$ cat config.mk
export PLATFORM = sky130hd
export DESIGN_NAME = ring_entry_store_offset_lookup_flat
export DESIGN_NICKNAME = d
export VERILOG_FILES = /design/src/rtl/core/resol_pkg.sv /design/src/rtl/core/resol_if.sv /design/src/rtl/core/resol_ram.sv /design/src/rtl/core/ring_entry_store_offset_lookup.sv /design/src/flat_wrapper.sv
export SDC_FILE = /design/constraint.sdc
export NUM_CORES = 1
export LEC_CHECK = 0
export BUFFER_PORTS_ARGS = -buffer_cell sky130_fd_sc_hd__buf_2
export CAP_MARGIN = 5
export CORE_ASPECT_RATIO = 1.75
export CORE_MARGIN = 1.5
export CORE_UTILIZATION = 40
export CTS_CLUSTER_SIZE = 25
export DETAILED_ROUTE_END_ITERATION = 8
export PLACE_DENSITY = 0.64
export RECOVER_POWER = 25
export SETUP_SLACK_MARGIN = 0.05
export SLEW_MARGIN = 10
export SYNTH_ARGS = -nofsm -noshare
export SYNTH_HDL_FRONTEND = slang
export SYNTH_HIERARCHICAL = 1
export SYNTH_SLANG_ARGS = --single-unit
$ cat constraint.sdc
create_clock -name clk -period 18 [get_ports clk]
set_input_delay 1.8 -clock clk [delete_from_list [all_inputs] [get_ports clk]]
set_output_delay 1.8 -clock clk [all_outputs]
set_load 0.03 [all_outputs]
$ cat src/rtl/core/resol_pkg.sv
// package for the ring entry store with offset lookup
// holds field widths, operation codes, parameter defaults and the item types
// no dependencies
package resol_pkg;

    localparam int HANDLE_W = 32;
    localparam int SIZE_W   = 16;
    localparam int OFFSET_W = 20;
    localparam int BYTE_W   = 16;

    localparam int DEF_DEPTH       = 16;
    localparam int DEF_SIZE_BITS   = 16;
    localparam int DEF_HANDLE_BITS = 32;

    localparam logic OP_ADD  = 1'b0;
    localparam logic OP_FIND = 1'b1;

    typedef struct packed {
        logic                operation;
        logic [HANDLE_W-1:0] entry_handle;
        logic [SIZE_W-1:0]   entry_bytes;
        logic [OFFSET_W-1:0] seek_offset;
    } in_item_t;

    typedef struct packed {
        logic                found;
        logic [HANDLE_W-1:0] hit_handle;
        logic [SIZE_W-1:0]   hit_size;
        logic [BYTE_W-1:0]   byte_within;
        logic                evicted_valid;
        logic [HANDLE_W-1:0] evicted_handle;
    } out_item_t;

endpackage

$ cat src/rtl/core/resol_if.sv
// valid/ready channel interfaces for the ring entry store
// depends on resol_pkg for the item types
interface resol_in_if;
    import resol_pkg::*;

    logic     valid;
    logic     ready;
    in_item_t data;

    modport source (output valid, output data, input ready);
    modport sink (input valid, input data, output ready);
endinterface

interface resol_out_if;
    import resol_pkg::*;

    logic      valid;
    logic      ready;
    out_item_t data;

    modport source (output valid, output data, input ready);
    modport sink (input valid, input data, output ready);
endinterface

$ cat src/rtl/core/resol_ram.sv
// entry memory: one write port, one read port with registered read data
// depends on resol_pkg for parameter defaults
module resol_ram #(
    parameter int DEPTH = resol_pkg::DEF_DEPTH,
    parameter int WIDTH = resol_pkg::DEF_HANDLE_BITS + resol_pkg::DEF_SIZE_BITS
) (
    input  logic                     clk,
    input  logic                     we,
    input  logic [$clog2(DEPTH)-1:0] waddr,
    input  logic [WIDTH-1:0]         wdata,
    input  logic                     re,
    input  logic [$clog2(DEPTH)-1:0] raddr,
    output logic [WIDTH-1:0]         rdata
);
    logic [WIDTH-1:0] entry_mem [DEPTH];
    logic [WIDTH-1:0] rdata_reg;

    always_ff @(posedge clk)
    begin
        if (we)
        begin
            entry_mem[waddr] <= wdata;
        end
        if (re)
        begin
            rdata_reg <= entry_mem[raddr];
        end
    end

    assign rdata = rdata_reg;
endmodule

$ cat src/rtl/core/ring_entry_store_offset_lookup.sv
// top level of the ring entry store with byte offset lookup
// depends on resol_pkg, resol_if and resol_ram
//
// channel  dir  payload                                          item
// req      in   operation, entry_handle, entry_bytes, seek_offset  add or find
// rsp      out  found, hit_*, byte_within, evicted_*             one per req item
//
// add: ST_ADD then ST_EMIT (write and old read share one ram access)
// find: walks from the oldest entry until a hit, one stored entry read and summed per cycle
// req is taken only while the sequencer is idle; a waiting result does not block it
// a result that cannot leave holds the sequencer until rsp takes the pending one
// reset (rst_n, async) empties the ring; ram contents need no clearing
module ring_entry_store_offset_lookup #(
    parameter int DEPTH       = resol_pkg::DEF_DEPTH,
    parameter int SIZE_BITS   = resol_pkg::DEF_SIZE_BITS,
    parameter int HANDLE_BITS = resol_pkg::DEF_HANDLE_BITS
) (
    input  logic        clk,
    input  logic        rst_n,
    resol_in_if.sink    req,
    resol_out_if.source rsp
);
    import resol_pkg::*;

    localparam int IDX_W   = $clog2(DEPTH);
    localparam int CNT_W   = $clog2(DEPTH + 1);
    localparam int TOTAL_W = SIZE_BITS + CNT_W;
    localparam int CMP_W   = (TOTAL_W > OFFSET_W) ? TOTAL_W : OFFSET_W;
    localparam int WORD_W  = HANDLE_BITS + SIZE_BITS;
    localparam logic [IDX_W-1:0] LAST_SLOT = IDX_W'(DEPTH - 1);
    localparam logic [CNT_W-1:0] FULL_CNT  = CNT_W'(DEPTH);

    localparam logic [1:0] ST_IDLE = 2'd0;
    localparam logic [1:0] ST_ADD  = 2'd1;
    localparam logic [1:0] ST_WALK = 2'd2;
    localparam logic [1:0] ST_EMIT = 2'd3;

    function automatic logic [IDX_W-1:0] slot_inc(input logic [IDX_W-1:0] s);
        slot_inc = (s == LAST_SLOT) ? '0 : s + 1'b1;
    endfunction

    logic [1:0]             state_reg, state_next;
    logic [IDX_W-1:0]       write_slot_reg, write_slot_next;
    logic [IDX_W-1:0]       oldest_slot_reg, oldest_slot_next;
    logic                   ring_full_reg, ring_full_next;
    logic [IDX_W-1:0]       walk_slot_reg, walk_slot_next;
    logic                   chk_valid_reg, chk_valid_next;
    logic                   out_valid_reg, out_valid_next;

    logic                   op_reg, op_next;
    logic [HANDLE_BITS-1:0] handle_reg, handle_next;
    logic [SIZE_BITS-1:0]   size_reg, size_next;
    logic [OFFSET_W-1:0]    offset_reg, offset_next;
    logic [CNT_W-1:0]       issue_idx_reg, issue_idx_next;
    logic [CNT_W-1:0]       count_reg, count_next;
    logic [TOTAL_W-1:0]     total_reg, total_next;
    logic                   flag_reg, flag_next;
    out_item_t              out_data_reg, out_data_next;

    logic                   ram_we;
    logic                   ram_re;
    logic [IDX_W-1:0]       ram_waddr;
    logic [IDX_W-1:0]       ram_raddr;
    logic [WORD_W-1:0]      ram_wdata;
    logic [WORD_W-1:0]      ram_rdata;

    logic [HANDLE_BITS-1:0] rd_handle;
    logic [SIZE_BITS-1:0]   rd_size;
    logic [TOTAL_W-1:0]     sum;
    logic                   hit;
    logic [CNT_W-1:0]       stored_cnt;
    logic [IDX_W-1:0]       wr_inc;
    logic [IDX_W-1:0]       old_inc;
    out_item_t              result;

    resol_ram #(
        .DEPTH (DEPTH),
        .WIDTH (WORD_W)
    ) u_ram (
        .clk   (clk),
        .we    (ram_we),
        .waddr (ram_waddr),
        .wdata (ram_wdata),
        .re    (ram_re),
        .raddr (ram_raddr),
        .rdata (ram_rdata)
    );

    assign rd_handle = ram_rdata[WORD_W-1 -: HANDLE_BITS];
    assign rd_size   = ram_rdata[SIZE_BITS-1:0];
    assign wr_inc    = slot_inc(write_slot_reg);
    assign old_inc   = slot_inc(oldest_slot_reg);

    // shared adder and compare of the walk
    assign sum = TOTAL_W'(total_reg + TOTAL_W'(rd_size));
    assign hit = CMP_W'(offset_reg) < CMP_W'(sum);

    always_comb
    begin
        if (ring_full_reg)
        begin
            stored_cnt = FULL_CNT;
        end
        else if (write_slot_reg >= oldest_slot_reg)
        begin
            stored_cnt = CNT_W'(write_slot_reg - oldest_slot_reg);
        end
        else
        begin
            stored_cnt = FULL_CNT - CNT_W'(oldest_slot_reg) + CNT_W'(write_slot_reg);
        end
    end

    always_comb
    begin
        result = '0;
        if (op_reg == OP_ADD)
        begin
            result.evicted_valid = flag_reg;
            if (flag_reg)
            begin
                result.evicted_handle = HANDLE_W'(rd_handle);
            end
        end
        else
        begin
            result.found = flag_reg;
            if (flag_reg)
            begin
                result.hit_handle  = HANDLE_W'(rd_handle);
                result.hit_size    = SIZE_W'(rd_size);
                result.byte_within = BYTE_W'(CMP_W'(offset_reg) - CMP_W'(total_reg));
            end
        end
    end

    always_comb
    begin
        state_next       = state_reg;
        write_slot_next  = write_slot_reg;
        oldest_slot_next = oldest_slot_reg;
        ring_full_next   = ring_full_reg;
        walk_slot_next   = walk_slot_reg;
        chk_valid_next   = chk_valid_reg;
        out_valid_next   = out_valid_reg && !rsp.ready;
        op_next          = op_reg;
        handle_next      = handle_reg;
        size_next        = size_reg;
        offset_next      = offset_reg;
        issue_idx_next   = issue_idx_reg;
        count_next       = count_reg;
        total_next       = total_reg;
        flag_next        = flag_reg;
        out_data_next    = out_data_reg;
        ram_we           = 1'b0;
        ram_re           = 1'b0;
        ram_waddr        = write_slot_reg;
        ram_raddr        = walk_slot_reg;
        ram_wdata        = {handle_reg, size_reg};

        unique case (state_reg)
            ST_IDLE:
            begin
                if (req.valid)
                begin
                    op_next        = req.data.operation;
                    handle_next    = HANDLE_BITS'(req.data.entry_handle);
                    size_next      = SIZE_BITS'(req.data.entry_bytes);
                    offset_next    = req.data.seek_offset;
                    issue_idx_next = '0;
                    count_next     = stored_cnt;
                    total_next     = '0;
                    chk_valid_next = 1'b0;
                    walk_slot_next = oldest_slot_reg;
                    state_next     = (req.data.operation == OP_ADD) ? ST_ADD : ST_WALK;
                end
            end
            ST_ADD:
            begin
                // write the new entry and read the one it replaces
                ram_we          = 1'b1;
                ram_re          = 1'b1;
                ram_raddr       = write_slot_reg;
                flag_next       = ring_full_reg;
                write_slot_next = wr_inc;
                if (ring_full_reg)
                begin
                    oldest_slot_next = old_inc;
                end
                ring_full_next = (wr_inc == (ring_full_reg ? old_inc : oldest_slot_reg));
                state_next     = ST_EMIT;
            end
            ST_WALK:
            begin
                if (chk_valid_reg && hit)
                begin
                    flag_next      = 1'b1;
                    chk_valid_next = 1'b0;
                    state_next     = ST_EMIT;
                end
                else
                begin
                    if (chk_valid_reg)
                    begin
                        total_next = sum;
                    end
                    if (issue_idx_reg != count_reg)
                    begin
                        ram_re         = 1'b1;
                        walk_slot_next = slot_inc(walk_slot_reg);
                        issue_idx_next = issue_idx_reg + 1'b1;
                        chk_valid_next = 1'b1;
                    end
                    else
                    begin
                        chk_valid_next = 1'b0;
                        if (!chk_valid_reg)
                        begin
                            flag_next  = 1'b0;
                            state_next = ST_EMIT;
                        end
                    end
                end
            end
            ST_EMIT:
            begin
                if (!out_valid_reg || rsp.ready)
                begin
                    out_data_next  = result;
                    out_valid_next = 1'b1;
                    state_next     = ST_IDLE;
                end
            end
            default:
            begin
                state_next = ST_IDLE;
            end
        endcase
    end

    always_ff @(posedge clk or negedge rst_n)
    begin
        if (!rst_n)
        begin
            state_reg       <= ST_IDLE;
            write_slot_reg  <= '0;
            oldest_slot_reg <= '0;
            ring_full_reg   <= 1'b0;
            walk_slot_reg   <= '0;
            chk_valid_reg   <= 1'b0;
            out_valid_reg   <= 1'b0;
        end
        else
        begin
            state_reg       <= state_next;
            write_slot_reg  <= write_slot_next;
            oldest_slot_reg <= oldest_slot_next;
            ring_full_reg   <= ring_full_next;
            walk_slot_reg   <= walk_slot_next;
            chk_valid_reg   <= chk_valid_next;
            out_valid_reg   <= out_valid_next;
        end
    end

    always_ff @(posedge clk)
    begin
        op_reg        <= op_next;
        handle_reg    <= handle_next;
        size_reg      <= size_next;
        offset_reg    <= offset_next;
        issue_idx_reg <= issue_idx_next;
        count_reg     <= count_next;
        total_reg     <= total_next;
        flag_reg      <= flag_next;
        out_data_reg  <= out_data_next;
    end

    assign req.ready = (state_reg == ST_IDLE);
    assign rsp.valid = out_valid_reg;
    assign rsp.data  = out_data_reg;

    a_full_slots_meet: assert property (@(posedge clk) disable iff (!rst_n)
        ring_full_reg |-> (write_slot_reg == oldest_slot_reg))
        else $error("ring full but slots differ");

    a_walk_bounded: assert property (@(posedge clk) disable iff (!rst_n)
        (state_reg == ST_WALK) |-> (issue_idx_reg <= count_reg))
        else $error("walk issued past stored count");

    a_slot_range: assert property (@(posedge clk) disable iff (!rst_n)
        (32'(write_slot_reg) < DEPTH) && (32'(oldest_slot_reg) < DEPTH))
        else $error("slot pointer out of range");

    a_one_kind: assert property (@(posedge clk) disable iff (!rst_n)
        rsp.valid |-> !(rsp.data.found && rsp.data.evicted_valid))
        else $error("result marks both find and add");

    a_accept_busy: assert property (@(posedge clk) disable iff (!rst_n)
        (req.valid && req.ready) |=> (state_reg != ST_IDLE))
        else $error("accepted item left sequencer idle");
endmodule
$ cat src/flat_wrapper.sv
// flat-port wrapper written by rule: the top's interface ports become plain ports
module ring_entry_store_offset_lookup_flat import resol_pkg::*;
#(
    parameter int DEPTH       = resol_pkg::DEF_DEPTH,
    parameter int SIZE_BITS   = resol_pkg::DEF_SIZE_BITS,
    parameter int HANDLE_BITS = resol_pkg::DEF_HANDLE_BITS
)
  (clk, rst_n, req_valid, req_data, req_ready, rsp_valid, rsp_data, rsp_ready);
  resol_in_if req_i ();
  resol_out_if rsp_i ();
  input  logic clk;
  input  logic rst_n;
  input wire logic [$bits(req_i.valid)-1:0] req_valid;
  input wire logic [$bits(req_i.data)-1:0] req_data;
  output wire logic [$bits(req_i.ready)-1:0] req_ready;
  output wire logic [$bits(rsp_i.valid)-1:0] rsp_valid;
  output wire logic [$bits(rsp_i.data)-1:0] rsp_data;
  input wire logic [$bits(rsp_i.ready)-1:0] rsp_ready;
  assign req_i.valid = req_valid;
  assign req_i.data = req_data;
  assign req_ready = req_i.ready;
  assign rsp_valid = rsp_i.valid;
  assign rsp_data = rsp_i.data;
  assign rsp_i.ready = rsp_ready;
  ring_entry_store_offset_lookup #(.DEPTH(DEPTH), .SIZE_BITS(SIZE_BITS), .HANDLE_BITS(HANDLE_BITS)) u_core (.clk(clk), .rst_n(rst_n), .req(req_i), .rsp(rsp_i));
endmodule
==> impl_metrics.tcl <==
set metrics [dict create \
    cp_max_fo 48 \
    synth-seq-cells 1032 \
    synth_ff_type "edfxtp_1" \
    cts_tree "built" \
    fin_crit_sh_pct 30.0 \
    via_per_inst 5.47 \
    seq_area_frac_synth_pct 76.8 \
    clock_path_buffers 3 \
    dieArea_sq_um 103000 \
    synth_cells 1998 \
    clk_pin_slew_ps 80 \
    nets 2349 \
    cap_violations 0 \
    grt_pass1_vias 21100 \
    rows 153 \
    gp_congestion 0.825 \
    cts_buffers 93 \
    critical_path_class "reg2reg" \
    post_drt_wl_per_cell_microns 25.4 \
    antenna_left 0 \
    maxClockFrequency_mhz 185 \
    initialDrtViolationCount 1674 \
    gr-usage-met2_pct 32.2 \
    cp-end-kind "flop" \
    die_w_microns 243 \
    cts-htree-levels 3 \
    grt_busiest_layer "met2" \
    finalHoldViolCount 0 \
    grt_overflow 0 \
    cts-resized-gates 0 \
    synth_edf_count 1015 \
    arrival_ps 5700 \
    critPathRequiredTime_ps 18300 \
    fin_hold_ws_ps 571 \
    route.detailed.drc 0 \
    via_count 19700 \
    power_leakage_nw 15.1 \
    drv_slew 0 \
    clk_latency_ps 690 \
    period_minus_slack_ps 5400 \
    finalSetupViolCount 0 \
    synthDistinctLibCells 61 \
    final_cell_mix "edfxtp_1, mux4_2, buf_2" \
    fill_cells 8352 \
    crit_chain "ha_1 -> a21o_1 -> a21oi_1 -> o21a_1 -> o31ai_1 -> o21bai_1 -> o21ai_0 -> nand2_1 -> xor2_1 -> ha_1 -> nand3_1 -> or2_2 -> nor2_1 -> a31o_2 -> o22ai_1 -> a21o_1 -> nor2_1 -> o21a_4 -> buf_4" \
    grt_first_pass_wirelength_microns 135000 \
    syn_nets 2136 \
    layout_commonest_cell "edfxtp_1" \
    numPortBuffers 172 \
    start_kind "flop" \
    finalSetupTns_ps 0 \
    gr-usage-met1_pct 21.8 \
    critPathSlowestCell "buf_4" \
    grt_usage_pct 17.9 \
    holdCritPathClass "reg2reg" \
    cts-root-buf "clkbuf_16" \
    layout-drive-gt1-share_pct 25.1 \
    core_sq_um 99500 \
    start_util_pct 40.4 \
    syn2layout_area_growth_pct 13.7 \
    worst-path-buf-inv 1 \
    slowest_delay_ps 710 \
    peakVddDrop_mv 0.232 \
    cts_sinks 1032 \
    drt_pass1_iterations 5 \
    cts_setup_buffers 0 \
    avgSynthCellArea_sq_um 20.1 \
    fin_skew_ps 32.1 \
    drt-total-wl_microns 91500 \
    relSlewSlack_pct 21.1 \
    grt_max_degree 118 \
    synthArstFlopShare_pct 1.65 \
    timing_worst_slew_pin_value_ps 1180 \
    power_density_nw_per_um2 178 \
    die_h_microns 422 \
    cp_top_family "compound AO/OA/AOI/OAI gates" \
    status "completed" \
    rsz0062_at_grt "false" \
    synth_area_sq_um 40200 \
    largest_register_ffs 768 \
    antenna_found_initial 6 \
    io_pins 173 \
    cts.hold.buffers_added 0 \
    dp_hpwl_microns 49400 \
    met3_usage_pct 2.28 \
    yosysWarnings 6 \
]
-- layer usage --
metal  wire, microns  vias to the layer above  share of wire [%]
met2           48300                      640                 53
met3            4600                      169                5.0
li1                -                     8549                  -
met4            3070                        0                3.4
met5               0                        -                  0
met1           35500                    10400                 39
-- synth_stat cells (9+ instances only) --
| cell type | n | area (sq um) |
|---|---|---|
| nand3_1 | 17 | 85.1 |
| edfxtp_1 | 1015 | 30500 |
| clkbuf_1 | 49 | 184 |
| a21o_1 | 11 | 82.6 |
| a22oi_1 | 98 | 736 |
| inv_1 | 39 | 146 |
| and2_1 | 38 | 238 |
| dfrtp_1 | 17 | 425 |
| xor2_1 | 21 | 184 |
| a21oi_1 | 32 | 160 |
| nor3_1 | 19 | 95.1 |
| nor2_1 | 70 | 263 |
| o21ai_0 | 26 | 130 |
| xnor2_1 | 24 | 210 |
| buf_4 | 18 | 135 |
| ha_1 | 62 | 776 |
| and3_1 | 49 | 307 |
| nand2_1 | 76 | 285 |
| mux4_2 | 192 | 4320 |
| buf_1 | 11 | 41.3 |
| o21a_1 | 9 | 67.6 |
-- final timing paths --
check / start / endpoint / slack (ps) / depth (start not counted)
max: u_core/total_reg[1] / u_core/u_ram/rdata[21] / 12600 / 19
min: u_core/u_ram/rdata[18] / u_core/rsp.data[2] / 570 / 1
max reg2reg: u_core/total_reg[1] / u_core/u_ram/rdata[21] / 12600 / 19
min reg2reg: u_core/u_ram/rdata[18] / u_core/rsp.data[2] / 570 / 1
max in group asynchronous: rst_n / u_core/walk_slot_reg[1] / 16630 / 1
min in group asynchronous: rst_n / u_core/walk_slot_reg[2] / 1050 / 1
-- kinds of logic after synthesis --
| family | Yosys count | synth area share (%) |
|---|---|---|
| and+or+nand+nor | 305 | 3.79 |
| AOI/OAI and AO/OA | 222 | 3.88 |
| adders and majority gates | 65 | 2.08 |
| DFF | 1032 | 76.8 |
| muxes | 203 | 11.0 |
| xor gates and xnor gates | 45 | 0.980 |
| buffers and inverters | 126 | 1.39 |
-- final cells by class --
cell class                      count  area (sq um)  area share (%)
Inverter                           39           146           0.320
Clock buffer                      117          2440            5.33
Timing Repair Buffer              205          1110            2.42
Clock inverter                     54           547            1.20
Antenna cell                        1          2.50         0.00547
Tap cell                         1317          1650            3.60
Sequential cell                  1032         30900            67.6
Multi-Input combinational cell    840          8950            19.6
-- metrics by stage --
stage               instances  area, sq um  setup WS, ps  utilization [%]  power [mW]
finish                   3605        45700         12600             46.0        8.15
global route             3605        45700         12190             46.0        8.56
CTS                      3604        45700         12540             46.0        8.23
detailed placement       3433        42800         12550             43.0        6.27
global placement         3433        42800         12590             43.0        6.19
floorplan                1998        40200         10590                -        5.47
-- power by group --
part           internal, mW  total, mW  switching [mW]  leakage, nW
combinational          1.15       2.77            1.62         4.24
sequential             3.18       3.42           0.238         9.46
clock                  1.08       1.96           0.874         1.44
(Power assumes the default switching activity.)
